## config.mk

```make
export PLATFORM = sky130hd
export DESIGN_NAME = integer_to_roman_numeral_encoder
export DESIGN_NICKNAME = d
export VERILOG_FILES = /design/src/hw/rtl/i2r_enc_pkg.sv /design/src/hw/rtl/i2r_enc_ctrl.sv /design/src/hw/rtl/i2r_enc_dp.sv /design/src/hw/rtl/integer_to_roman_numeral_encoder.sv
export VERILOG_INCLUDE_DIRS = /design/src /design/src/hw/rtl
export SDC_FILE = /design/constraint.sdc
export NUM_CORES = 1
export LEC_CHECK = 0
export ABC_CLOCK_PERIOD_IN_PS = 9100
export BUFFER_PORTS_ARGS = -buffer_cell sky130_fd_sc_hd__buf_2
export CAP_MARGIN = 20
export CORE_UTILIZATION = 60
export DETAILED_ROUTE_END_ITERATION = 10
export PLACE_DENSITY = 0.82
export RECOVER_POWER = 50
export SYNTH_ARGS = -nofsm -noshare
export SYNTH_HDL_FRONTEND = slang
export SYNTH_SLANG_ARGS = --single-unit
```

## constraint.sdc

```tcl
create_clock -name clk_i -period 9.1 [get_ports clk_i]
set_input_delay 1.82 -clock clk_i [delete_from_list [all_inputs] [get_ports clk_i]]
set_output_delay 1.82 -clock clk_i [all_outputs]
set_load 0.02 [all_outputs]
```

## src/hw/rtl/integer_to_roman_numeral_encoder_assert.svh

```systemverilog
// ----------------------------------------------------------------------------
// Assertion macros for the Roman numeral encoder
// Clocked, reset-qualified implication checks that report through $error.
// ----------------------------------------------------------------------------
`ifndef INTEGER_TO_ROMAN_NUMERAL_ENCODER_ASSERT_SVH
`define INTEGER_TO_ROMAN_NUMERAL_ENCODER_ASSERT_SVH

// Same-cycle implication, sampled on clk_i, off while rst_ni is low.
`define I2R_ASSERT_IMP(label, ante, cons, msg) \
  label: assert property (@(posedge clk_i) disable iff (!rst_ni) (ante) |-> (cons)) \
    else $error(msg);

// Next-cycle implication.
`define I2R_ASSERT_NXT(label, ante, cons, msg) \
  label: assert property (@(posedge clk_i) disable iff (!rst_ni) (ante) |=> (cons)) \
    else $error(msg);

`endif

```

## src/hw/rtl/i2r_enc_pkg.sv

```systemverilog
// ----------------------------------------------------------------------------
// i2r_enc_pkg
// Types, constants and symbol tables shared by the Roman numeral encoder.
// ----------------------------------------------------------------------------
`default_nettype none

package i2r_enc_pkg;

  localparam int unsigned ValueW = 12;
  localparam int unsigned CharW  = 7;
  localparam int unsigned DigitW = 4;
  localparam int unsigned IdxW   = 2;  // symbol index inside one digit, 0..3
  localparam int unsigned LenW   = 3;  // symbols per digit, 0..4
  localparam int unsigned PosW   = 2;  // decimal position, units = 0
  localparam int unsigned ScaleW = 14; // holds 9 * 1000

  localparam logic [ValueW-1:0] MaxValid = ValueW'(3999);
  localparam logic [PosW-1:0]   PosTop   = PosW'(3);
  localparam int unsigned       MaxDigit = 9;

  // ASCII codes
  localparam logic [CharW-1:0] ChNone = 7'h00;
  localparam logic [CharW-1:0] ChI    = 7'h49;
  localparam logic [CharW-1:0] ChV    = 7'h56;
  localparam logic [CharW-1:0] ChX    = 7'h58;
  localparam logic [CharW-1:0] ChL    = 7'h4C;
  localparam logic [CharW-1:0] ChC    = 7'h43;
  localparam logic [CharW-1:0] ChD    = 7'h44;
  localparam logic [CharW-1:0] ChM    = 7'h4D;

  typedef enum logic [1:0] {
    ST_IDLE,
    ST_DIGIT,
    ST_EMIT
  } state_e;

  typedef enum logic [1:0] {
    KIND_UNIT,
    KIND_FIVE,
    KIND_TEN
  } kind_e;

  typedef struct packed {
    logic load;      // take value, start at thousands
    logic push_err;  // write the out-of-range word
    logic extract;   // split off the current digit
    logic next_pos;  // step down one decimal position
    logic push_sym;  // write one symbol word
    logic next_sym;  // advance symbol index
  } ctrl_cmd_t;

  typedef struct packed {
    logic range_err;
    logic digit_zero;
    logic sym_last;
    logic rest_zero;
    logic out_free;
  } dp_sts_t;

  // k * 10^pos
  function automatic logic [ScaleW-1:0] digit_scale(logic [PosW-1:0] pos,
                                                    logic [DigitW-1:0] k);
    logic [ScaleW-1:0] base;
    unique case (pos)
      2'd0:    base = ScaleW'(1);
      2'd1:    base = ScaleW'(10);
      2'd2:    base = ScaleW'(100);
      default: base = ScaleW'(1000);
    endcase
    return ScaleW'(base * ScaleW'(k));
  endfunction

  function automatic logic [LenW-1:0] digit_len(logic [DigitW-1:0] d);
    logic [LenW-1:0] len;
    unique case (d)
      4'd1, 4'd5:              len = LenW'(1);
      4'd2, 4'd4, 4'd6, 4'd9:  len = LenW'(2);
      4'd3, 4'd7:              len = LenW'(3);
      4'd8:                    len = LenW'(4);
      default:                 len = LenW'(0);
    endcase
    return len;
  endfunction

  function automatic kind_e sym_kind(logic [DigitW-1:0] d, logic [IdxW-1:0] idx);
    kind_e kind;
    if (d == 4'd9) begin
      kind = (idx == '0) ? KIND_UNIT : KIND_TEN;
    end else if (d == 4'd4) begin
      kind = (idx == '0) ? KIND_UNIT : KIND_FIVE;
    end else if (d >= 4'd5) begin
      kind = (idx == '0) ? KIND_FIVE : KIND_UNIT;
    end else begin
      kind = KIND_UNIT;
    end
    return kind;
  endfunction

  function automatic logic [CharW-1:0] sym_char(logic [PosW-1:0] pos, kind_e kind);
    logic [CharW-1:0] ch;
    unique case (pos)
      2'd0: ch = (kind == KIND_UNIT) ? ChI : (kind == KIND_FIVE) ? ChV : ChX;
      2'd1: ch = (kind == KIND_UNIT) ? ChX : (kind == KIND_FIVE) ? ChL : ChC;
      2'd2: ch = (kind == KIND_UNIT) ? ChC : (kind == KIND_FIVE) ? ChD : ChM;
      default: ch = (kind == KIND_UNIT) ? ChM : ChNone;
    endcase
    return ch;
  endfunction

endpackage

`default_nettype wire

```

## src/hw/rtl/i2r_enc_ctrl.sv

```systemverilog
// ----------------------------------------------------------------------------
// i2r_enc_ctrl
// Sequencer: accept, per-digit extract, per-symbol emit.
// ----------------------------------------------------------------------------
`default_nettype none

module i2r_enc_ctrl
  import i2r_enc_pkg::*;
(
  input  logic      clk_i,
  input  logic      rst_ni,
  input  logic      in_valid_i,
  output logic      in_ready_o,
  input  dp_sts_t   sts_i,
  output ctrl_cmd_t cmd_o
);

  state_e state_q, state_d;

  always_ff @(posedge clk_i or negedge rst_ni) begin
    if (!rst_ni) begin
      state_q <= ST_IDLE;
    end else begin
      state_q <= state_d;
    end
  end

  // next state
  always_comb begin
    state_d = state_q;
    unique case (state_q)
      ST_IDLE: begin
        if (in_valid_i) state_d = ST_DIGIT;
      end
      ST_DIGIT: begin
        if (sts_i.range_err) begin
          if (sts_i.out_free) state_d = ST_IDLE;
        end else if (!sts_i.digit_zero) begin
          state_d = ST_EMIT;
        end
      end
      ST_EMIT: begin
        if (sts_i.out_free && sts_i.sym_last) begin
          state_d = sts_i.rest_zero ? ST_IDLE : ST_DIGIT;
        end
      end
      default: state_d = ST_IDLE;
    endcase
  end

  // outputs
  always_comb begin
    cmd_o      = '0;
    in_ready_o = 1'b0;
    unique case (state_q)
      ST_IDLE: begin
        in_ready_o = 1'b1;
        cmd_o.load = in_valid_i;
      end
      ST_DIGIT: begin
        cmd_o.push_err = sts_i.range_err && sts_i.out_free;
        cmd_o.extract  = !sts_i.range_err;
        cmd_o.next_pos = !sts_i.range_err && sts_i.digit_zero;
      end
      ST_EMIT: begin
        if (sts_i.out_free) begin
          cmd_o.push_sym = 1'b1;
          cmd_o.next_pos = sts_i.sym_last && !sts_i.rest_zero;
          cmd_o.next_sym = !sts_i.sym_last;
        end
      end
      default: ;
    endcase
  end

endmodule

`default_nettype wire

```

## src/hw/rtl/i2r_enc_dp.sv

```systemverilog
// ----------------------------------------------------------------------------
// i2r_enc_dp
// Remainder, digit and symbol registers plus the output word register.
// ----------------------------------------------------------------------------
`default_nettype none

module i2r_enc_dp
  import i2r_enc_pkg::*;
(
  input  logic              clk_i,
  input  logic              rst_ni,
  input  logic [ValueW-1:0] value_i,
  input  ctrl_cmd_t         cmd_i,
  output dp_sts_t           sts_o,
  output logic              out_valid_o,
  input  logic              out_ready_i,
  output logic [CharW-1:0]  symbol_char_o,
  output logic              last_symbol_o,
  output logic              out_of_range_o
);

  logic [ValueW-1:0] rem_q, rem_d;
  logic [PosW-1:0]   pos_q, pos_d;
  logic [DigitW-1:0] digit_q, digit_d;
  logic [IdxW-1:0]   idx_q, idx_d;
  logic              out_valid_q, out_valid_d;
  logic [CharW-1:0]  char_q, char_d;
  logic              last_q, last_d;
  logic              oor_q, oor_d;

  logic [DigitW-1:0] cur_digit;
  logic [ScaleW-1:0] cur_scale;

  // largest k with k * 10^pos <= rem; compares are independent
  always_comb begin
    cur_digit = '0;
    for (int k = 1; k <= MaxDigit; k++) begin
      if ({{(ScaleW-ValueW){1'b0}}, rem_q} >= digit_scale(pos_q, DigitW'(k))) begin
        cur_digit = DigitW'(k);
      end
    end
    cur_scale = digit_scale(pos_q, cur_digit);
  end

  always_comb begin
    sts_o.range_err  = (rem_q == '0) || (rem_q > MaxValid);
    sts_o.digit_zero = (cur_digit == '0);
    sts_o.sym_last   = ((LenW'(idx_q) + LenW'(1)) == digit_len(digit_q));
    sts_o.rest_zero  = (rem_q == '0);
    sts_o.out_free   = !out_valid_q || out_ready_i;
  end

  always_comb begin
    rem_d   = rem_q;
    pos_d   = pos_q;
    digit_d = digit_q;
    idx_d   = idx_q;
    if (cmd_i.load) begin
      rem_d = value_i;
      pos_d = PosTop;
    end
    if (cmd_i.extract) begin
      rem_d   = rem_q - cur_scale[ValueW-1:0];
      digit_d = cur_digit;
      idx_d   = '0;
    end
    if (cmd_i.next_pos) pos_d = pos_q - PosW'(1);
    if (cmd_i.next_sym) idx_d = idx_q + IdxW'(1);
  end

  always_comb begin
    out_valid_d = out_valid_q && !out_ready_i;
    char_d      = char_q;
    last_d      = last_q;
    oor_d       = oor_q;
    if (cmd_i.push_err) begin
      out_valid_d = 1'b1;
      char_d      = ChNone;
      last_d      = 1'b1;
      oor_d       = 1'b1;
    end else if (cmd_i.push_sym) begin
      out_valid_d = 1'b1;
      char_d      = sym_char(pos_q, sym_kind(digit_q, idx_q));
      last_d      = sts_o.sym_last && sts_o.rest_zero;
      oor_d       = 1'b0;
    end
  end

  always_ff @(posedge clk_i or negedge rst_ni) begin
    if (!rst_ni) begin
      out_valid_q <= 1'b0;
    end else begin
      out_valid_q <= out_valid_d;
    end
  end

  always_ff @(posedge clk_i) begin
    rem_q   <= rem_d;
    pos_q   <= pos_d;
    digit_q <= digit_d;
    idx_q   <= idx_d;
    char_q  <= char_d;
    last_q  <= last_d;
    oor_q   <= oor_d;
  end

  assign out_valid_o    = out_valid_q;
  assign symbol_char_o  = char_q;
  assign last_symbol_o  = last_q;
  assign out_of_range_o = oor_q;

`include "integer_to_roman_numeral_encoder_assert.svh"

  `I2R_ASSERT_IMP(a_push_needs_room, cmd_i.push_sym || cmd_i.push_err, sts_o.out_free, "word pushed over a waiting word")
  `I2R_ASSERT_IMP(a_emit_nonzero_digit, cmd_i.push_sym, digit_q != '0, "symbol emitted for a zero digit")
  `I2R_ASSERT_IMP(a_pos_no_underflow, cmd_i.next_pos, pos_q != '0, "position stepped below units")
  `I2R_ASSERT_NXT(a_sym_char_valid, cmd_i.push_sym, char_q != ChNone && !oor_q, "empty symbol emitted")
  `I2R_ASSERT_IMP(a_err_word_shape, out_valid_q && oor_q, last_q && char_q == ChNone, "bad out-of-range word")

endmodule

`default_nettype wire

```

## src/hw/rtl/integer_to_roman_numeral_encoder.sv

```systemverilog
// ----------------------------------------------------------------------------
// integer_to_roman_numeral_encoder
// Converts a 12-bit unsigned value to its Roman numeral, one ASCII char
// per output word, thousands first, last word flagged.
// ----------------------------------------------------------------------------
//
//  channel  direction  handshake              payload
//  in       input      in_valid_i/in_ready_o  value_i[11:0]
//  out      output     out_valid_o/out_ready_i symbol_char_o[6:0], last_symbol_o,
//                                              out_of_range_o
//
// Sequence: an accept step, then a digit step per decimal position visited
// (digit split-off by a constant compare-and-subtract) and an emit step per
// symbol written to the output register; 3888 visits 4 positions, 15 symbols.
// A value of 0 or above 3999 gives one flagged word.
// Only one value is in flight; in_ready_o is high while the sequencer idles,
// even if the last word still sits in the output register.
// A stalled output holds the sequencer in place; nothing is dropped.
// Reset: asynchronous, active low; clears the sequencer and output valid.
// ----------------------------------------------------------------------------
`default_nettype none

module integer_to_roman_numeral_encoder
  import i2r_enc_pkg::*;
(
  input  logic              clk_i,
  input  logic              rst_ni,
  // input words
  input  logic              in_valid_i,
  output logic              in_ready_o,
  input  logic [ValueW-1:0] value_i,
  // output words
  output logic              out_valid_o,
  input  logic              out_ready_i,
  output logic [CharW-1:0]  symbol_char_o,
  output logic              last_symbol_o,
  output logic              out_of_range_o
);

  ctrl_cmd_t cmd;
  dp_sts_t   sts;

  // sequencer: idle / split digit / emit symbols
  i2r_enc_ctrl u_ctrl (
    .clk_i      (clk_i),
    .rst_ni     (rst_ni),
    .in_valid_i (in_valid_i),
    .in_ready_o (in_ready_o),
    .sts_i      (sts),
    .cmd_o      (cmd)
  );

  // remainder, digit, symbol index and output register
  i2r_enc_dp u_dp (
    .clk_i          (clk_i),
    .rst_ni         (rst_ni),
    .value_i        (value_i),
    .cmd_i          (cmd),
    .sts_o          (sts),
    .out_valid_o    (out_valid_o),
    .out_ready_i    (out_ready_i),
    .symbol_char_o  (symbol_char_o),
    .last_symbol_o  (last_symbol_o),
    .out_of_range_o (out_of_range_o)
  );

endmodule

`default_nettype wire

```

# ---- Word-level counts from Yosys, hierarchy flattened
# Memories as Yosys holds them, arrays and structs flattened. A register that Yosys moved wholly into a read port is not among the register bits.
# Index checks and enable logic that the tools add are counted.
dict set report classes {
  n_mul 6
  addsub 4
  div 0
  n_reduce_logical 23
  n_eq_ne 12
  bitwise 0
  n_mux 48
  order_cmp 11
  shift 0
}
# cell count
set op_table {}
lappend op_table {{12-bit by 14-bit greater-or-equal comparator with 1-bit output} 5}
lappend op_table {{2-bit two-way mux} 19}
lappend op_table {{10-bit one-hot mux with 3 select lines} 1}
lappend op_table {{7-bit two-way mux} 4}
lappend op_table {{10-bit by 3-bit multiplier with 13-bit output (second input constant)} 2}
lappend op_table {{10-bit by 2-bit multiplier with 12-bit output (second input constant)} 2}
lappend op_table {{12-bit two-way mux} 2}
lappend op_table {{4-bit two-way mux} 6}
lappend op_table {{7-bit one-hot mux with 3 select lines} 1}
lappend op_table {{3-bit two-way mux} 5}
lappend op_table {{10-bit by 4-bit multiplier with 14-bit output (second input constant)} 1}
lappend op_table {{12-bit by 13-bit greater-or-equal comparator with 1-bit output} 1}
lappend op_table {{12-bit by 10-bit greater-or-equal comparator with 1-bit output} 1}
lappend op_table {{12-bit by 11-bit greater-or-equal comparator with 1-bit output} 1}
lappend op_table {{12-bit greater-or-equal comparator} 1}
lappend op_table {{12-bit greater-than comparator (second input constant)} 1}
lappend op_table {{12-bit logical NOT} 1}
lappend op_table {{10-bit by 4-bit multiplier with 12-bit output} 1}
lappend op_table {{12-bit subtractor} 1}
lappend op_table {{2-bit logical NOT} 4}
lappend op_table {{1-bit two-way mux} 8}
lappend op_table {{2-bit by 1-bit == test with 1-bit output (second input constant)} 3}
lappend op_table {{1-bit logical AND} 6}
lappend op_table {{2-bit one-hot mux with 3 select lines} 1}
lappend op_table {{18 further kinds} 26}
dict set report totals {
  mem_bits_rw 0
  out_inout_bits 11
  latch_bits 0
  wordCells 114
  n_memories 1
  reg_bits 32
  romBits 48
  in_bits 16
}
# memory words width rd rd_clocked_by_memory_dff write_ports line
set mem_list {}
lappend mem_list {{(no name shown)} 16 3 1 1 0 i2r_enc_pkg.sv:75} ;# unique case (d)

# ---- Depth between registers and ports, before layout
dict set report logic_depth {
  word_depth 16
  depth_mapped 28
  depth_no_buf 28
}

# ---- Cells and area by module
# Synthesis repeated with hierarchy kept, for this count alone.
dict set report hier_totals {
  cells_unflattened 583
  area_unflattened_um2 5001.0
}
# module n_inst area_each_um2 cells_each seq_area_each_um2
set modules_own_cells {}
lappend modules_own_cells {i2r_enc_dp 1 4728.3 557 845.8}
lappend modules_own_cells {i2r_enc_ctrl 1 272.8 26 50.0}

# ---- Least setup slack after synthesis
# OpenSTA, ideal clock, no wires.
dict set report synth_timing {
  path_kind {reg2reg}
  from {reg u_dp.pos_q[0]}
  to {reg u_dp.rem_q[10] (data pin)}
  path_stages_with_launch 26
  synth_period_minus_slack_ns 6.566
  arrival_time_ns 6.431
  path_buffers 0
  setup_time_ns 0.135
  t_required_ns 8.965
  setup_slack_ns 2.534
  path_cell_list {edfxtp_1 > inv_1 > ha_1 > inv_1 > ha_1 > ha_1 > nand2_1 > nor4_1 > or4_1 > a41oi_1 > nand2b_1 > nand2b_1 > a21oi_1 > and2_1 > fa_1 > ha_1 > fa_1 > inv_1 > ha_1 > o21ai_0 > a21boi_0 > o21a_1 > o21a_1 > o211a_1 > or4_1 > nand3_1}
}
dict set report synth_between {
  elab_cells_between_ends 30
  cone_classes {1 x add/sub; 6 x mul; 9 x order compare; 2 x eq/ne; 11 x mux; 1 x reduce/logical}
}
# element line
set synth_lines {}
lappend synth_lines {{start, declared} i2r_enc_dp.sv:23} ;# logic [PosW-1:0] pos_q, pos_d;
lappend synth_lines {{start signal, assigned} i2r_enc_dp.sv:99} ;# pos_q <= pos_d;
lappend synth_lines {{2-bit == test, or another cell as far along} i2r_enc_pkg.sv:64} ;# unique case (pos)
lappend synth_lines {{10-bit one-hot mux with 3 select lines (*)} i2r_enc_pkg.sv:64}
lappend synth_lines {{10-bit by 2-bit multiplier with 12-bit output or 12-bit by 11-bit greater-or-equal comparator with 1-bit output (tied branches)} {i2r_enc_pkg.sv:70, i2r_enc_dp.sv:38}}
lappend synth_lines {{12-bit by 14-bit greater-or-equal comparator with 1-bit output or 2-bit two-way mux (tied branches)} i2r_enc_dp.sv:38} ;# if ({{(ScaleW-ValueW){1'b0}}, rem_q} >= digit_scale(pos_q, DigitW'(k))) begin
lappend synth_lines {{2-bit two-way mux} i2r_enc_dp.sv:38}
lappend synth_lines {{3-bit two-way mux (4 in series)} i2r_enc_dp.sv:38}
lappend synth_lines {{4-bit two-way mux} i2r_enc_dp.sv:38}
lappend synth_lines {{4-bit two-way mux (*)} i2r_enc_dp.sv:38}
lappend synth_lines {{net u_dp.cur_digit[1]} i2r_enc_dp.sv:31} ;# logic [DigitW-1:0] cur_digit;
lappend synth_lines {{10-bit by 4-bit multiplier with 12-bit output (*)} i2r_enc_pkg.sv:70} ;# return ScaleW'(base * ScaleW'(k));
lappend synth_lines {{12-bit subtractor (*)} i2r_enc_dp.sv:63} ;# rem_d = rem_q - cur_scale[ValueW-1:0];
lappend synth_lines {{12-bit two-way mux (*)} i2r_enc_dp.sv:62} ;# if (cmd_i.extract) begin
lappend synth_lines {{net u_dp.rem_d[10]} i2r_enc_dp.sv:22} ;# logic [ValueW-1:0] rem_q, rem_d;
lappend synth_lines {{end signal, assigned} i2r_enc_dp.sv:98} ;# rem_q <= rem_d;
lappend synth_lines {{end, declared} i2r_enc_dp.sv:22}
# The timed path passes the listed nets; every way through them passes the cells marked *.
# A chain may end at the register's enable or synchronous reset.

# ---- Worst setup path after layout
# Ends and elaborated chain as after synthesis.

==> impl_metrics.py <==
metrics = {
    "timing": {
        "finalCritPeriodShare": 0.839,
        "max_freq_mhz": 131,
        "fin_skew_ns": 0.0161,
        "maxSlewViolCount": 0,
        "hold_viol_final": 0,
        "fin_tns_setup_ns": 0,
        "tightest_slew_ns": 1.41,
        "min_period_ns": 7.64,
        "finalSetupViolCount": 0,
        "slew_headroom": 0.0614,
        "rsz0062_at_grt": "false",
    },
    "die": {
        "die_w_um": 93.6,
        "start_util": 0.615,
        "die_y_um": 93.6,
        "rows": 33,
        "ios": 27,
        "core_sq_mm": 0.00818,
        "die-area_sq_mm": 0.00875,
    },
    "place": {
        "io_buffers": 25,
        "place_inst": 717,
        "dp_hpwl_um": 10500,
        "gp_congestion": 0.988,
    },
    "cells_and_area": {
        "area_growth_pct": 6.14,
        "fin_util": 0.653,
        "drive_gt1_frac": 0.0532,
        "fin_cells": 725,
        "n_antenna_cell": 0,
        "fin_nets": 753,
    },
    "critical_path": {
        "critPathTopFamily": "adder cells",
        "max_stage_delay_ns": 0.52,
        "slowest_stage": "fa_1",
        "end_kind": "flop",
        "crit_top_cell": "ha_1",
        "cp_num_buf_inv": 4,
        "cp-start-kind": "flop",
        "crit_type": "flop to flop",
        "worstPathMaxFanout": 12,
        "cp.arrival_ns": 7.81,
        "cp.required_ns": 9.27,
    },
    "yosys": {
        "synth-edff-count": 20,
        "yosysWarnings": 0,
        "synth-seq-area-share": 0.178,
        "synth_top_area_frac": 0.241,
        "synthesis.area_sq_mm": 0.00503,
        "synth.most_common_cell": "ha_1",
        "syn_avg_cell_area_sq_um": 8.45,
        "ys_types": 65,
        "synthesis.instances": 595,
        "synth_ff_type": "edfxtp_1",
        "synth_area_leaders": "ha_1, edfxtp_1, fa_1",
        "yosys-top-cells-count": "ha_1, inv_1, nand2_1",
        "ys_ff_latch": 34,
        "syn_nets": 729,
        "async_reset_ff_frac": 0.0882,
        "synth_top_area_cell": "ha_1",
    },
    "clock_network": {
        "insertion_delay_ns": 0.31,
        "cts_tree": "built",
        "cts_setup_buffers": 0,
        "clk_pin_slew_ns": 0.08,
        "clock_path_buffers": 2,
        "ctsHoldBuffers": 0,
        "clock-sinks": 34,
        "htree_levels": 2,
        "cts_made_buffers": 5,
        "root_buffer": "clkbuf_8",
        "post_cts_resized": 0,
    },
    "detailed_routing": {
        "drt-total-wl_um": 13300,
        "viasPerCell": 6.19,
        "drt_iter0_markers": 443,
        "vias": 4489,
        "wl_per_cell_um": 18.4,
        "drc": 0,
        "ant_nets": 0,
        "drt-pass1-iter-count": 6,
    },
    "grt": {
        "grt_pass1_vias": 4500,
        "overflow": 0,
        "grt_max_degree": 37,
        "grt.total_usage": 0.332,
        "grt_first_pass_wirelength_um": 22200,
        "antenna_found_initial": 0,
    },
    "run_status": {
        "status": "finished clean",
    },
    "run": {
        "drv_cap": 0,
    },
    "worst_hold_path": {
        "min_path_type": "flop to flop",
    },
}
-- kinds of logic (layout without fill, tap and decap cells) --
kind of cell / Yosys count / in the layout / share of synthesized area
AOI/OAI and AO/OA: 147 / 147 / 0.198
xor gates and xnor gates: 12 / 12 / 0.0209
adders and majority gates: 118 / 118 / 0.325
buffers and inverters: 93 / 118 / 0.0704
DFF: 34 / 34 / 0.178
muxes: 7 / 7 / 0.0149
other: 1 / 1 / 0.000746
and+or+nand+nor: 183 / 183 / 0.192
-- metrics by stage --
step | cell area (sq um) | setup slack, ns | hold slack, ns
final | 5340 | 1.46 | 0.454
after global routing | 5340 | 1.12 | 0.492
after CTS | 5360 | 1.56 | 0.455
after detailed placement | 5260 | 1.63 | 0.443
after global placement | 5260 | 1.89 | 0.430
after floorplan | 5030 | 2.53 | 0.523
-- cell usage in the layout, fill, tap and decap left out, types with 12 or more instances in the layout --
master,count
fa_1,21
o21ai_0,29
nand2b_1,17
clkbuf_1,12
a21o_1,12
nor2_1,32
buf_2,14
inv_1,82
a21oi_1,33
o21a_1,13
nand3_1,16
nand2_1,42
o31ai_1,12
nor3_1,16
edfxtp_1,20
ha_1,97
-- path summary, 6_finish.rpt --
kind                                                    start                                 end  slack (ns)  cells after the start
min reg2reg                u_dp.symbol_char_o[2]$_SDFFE_PP0P_  u_dp.symbol_char_o[2]$_SDFFE_PP0P_        0.45                      2
max reg2reg                       u_dp.pos_q[0]$_SDFFCE_PN1P_            u_dp.rem_q[10]$_DFFE_PP_        1.46                     25
max in group asynchronous                              rst_ni          u_dp.out_valid_o$_DFF_PN0_        7.58                      1
min                        u_dp.symbol_char_o[2]$_SDFFE_PP0P_  u_dp.symbol_char_o[2]$_SDFFE_PP0P_        0.45                      2
max                               u_dp.pos_q[0]$_SDFFCE_PN1P_            u_dp.rem_q[10]$_DFFE_PP_        1.46                     25
min in group asynchronous                              rst_ni       u_ctrl.state_q[0]$_DFFE_PN0P_        1.32                      1
-- flip-flops by register name, indices dropped and copies added, names as in the netlist, named ones only --
register	cells
u_dp.symbol_char_o	6
u_dp.rem_q	12
u_dp.last_symbol_o	1
u_dp.out_of_range_o	1
u_dp.pos_q	2
u_dp.out_valid_o	1
u_dp.idx_q	2
u_dp.digit_q	4
u_ctrl.state_q	2
-- per-layer routing --
layer,vias up,track usage,share of wire
li1,2167,-,-
met5,-,0,0
met1,2128,0.425,0.43
met4,0,0.138,0.045
met2,146,0.571,0.48
met3,48,0.0333,0.053
-- worst reg2reg max path: cells and delay by family (launching register included) --
family / cells / cell delay [ns]
AOI/OAI and AO/OA: 7 / 1.82
and+or+nand+nor: 7 / 1.60
adders and majority gates: 7 / 2.85
DFF: 1 / 0.51
buffers and inverters: 4 / 0.74
-- layout make-up --
| class | count | area, sq um |
|---|---|---|
| clock buffer | 6 | 82.6 |
| clock inverter | 2 | 11.3 |
| sequential | 34 | 896 |
| multi-input combinational | 468 | 3780 |
| timing repair buffer | 28 | 130 |
| inverter | 82 | 308 |
| tap | 105 | 131 |
| fill | 699 | 2840 |
Power is left out: the tool's default activity adds up to more than one toggle a clock period on the data nets, which glitch-free logic cannot reach.
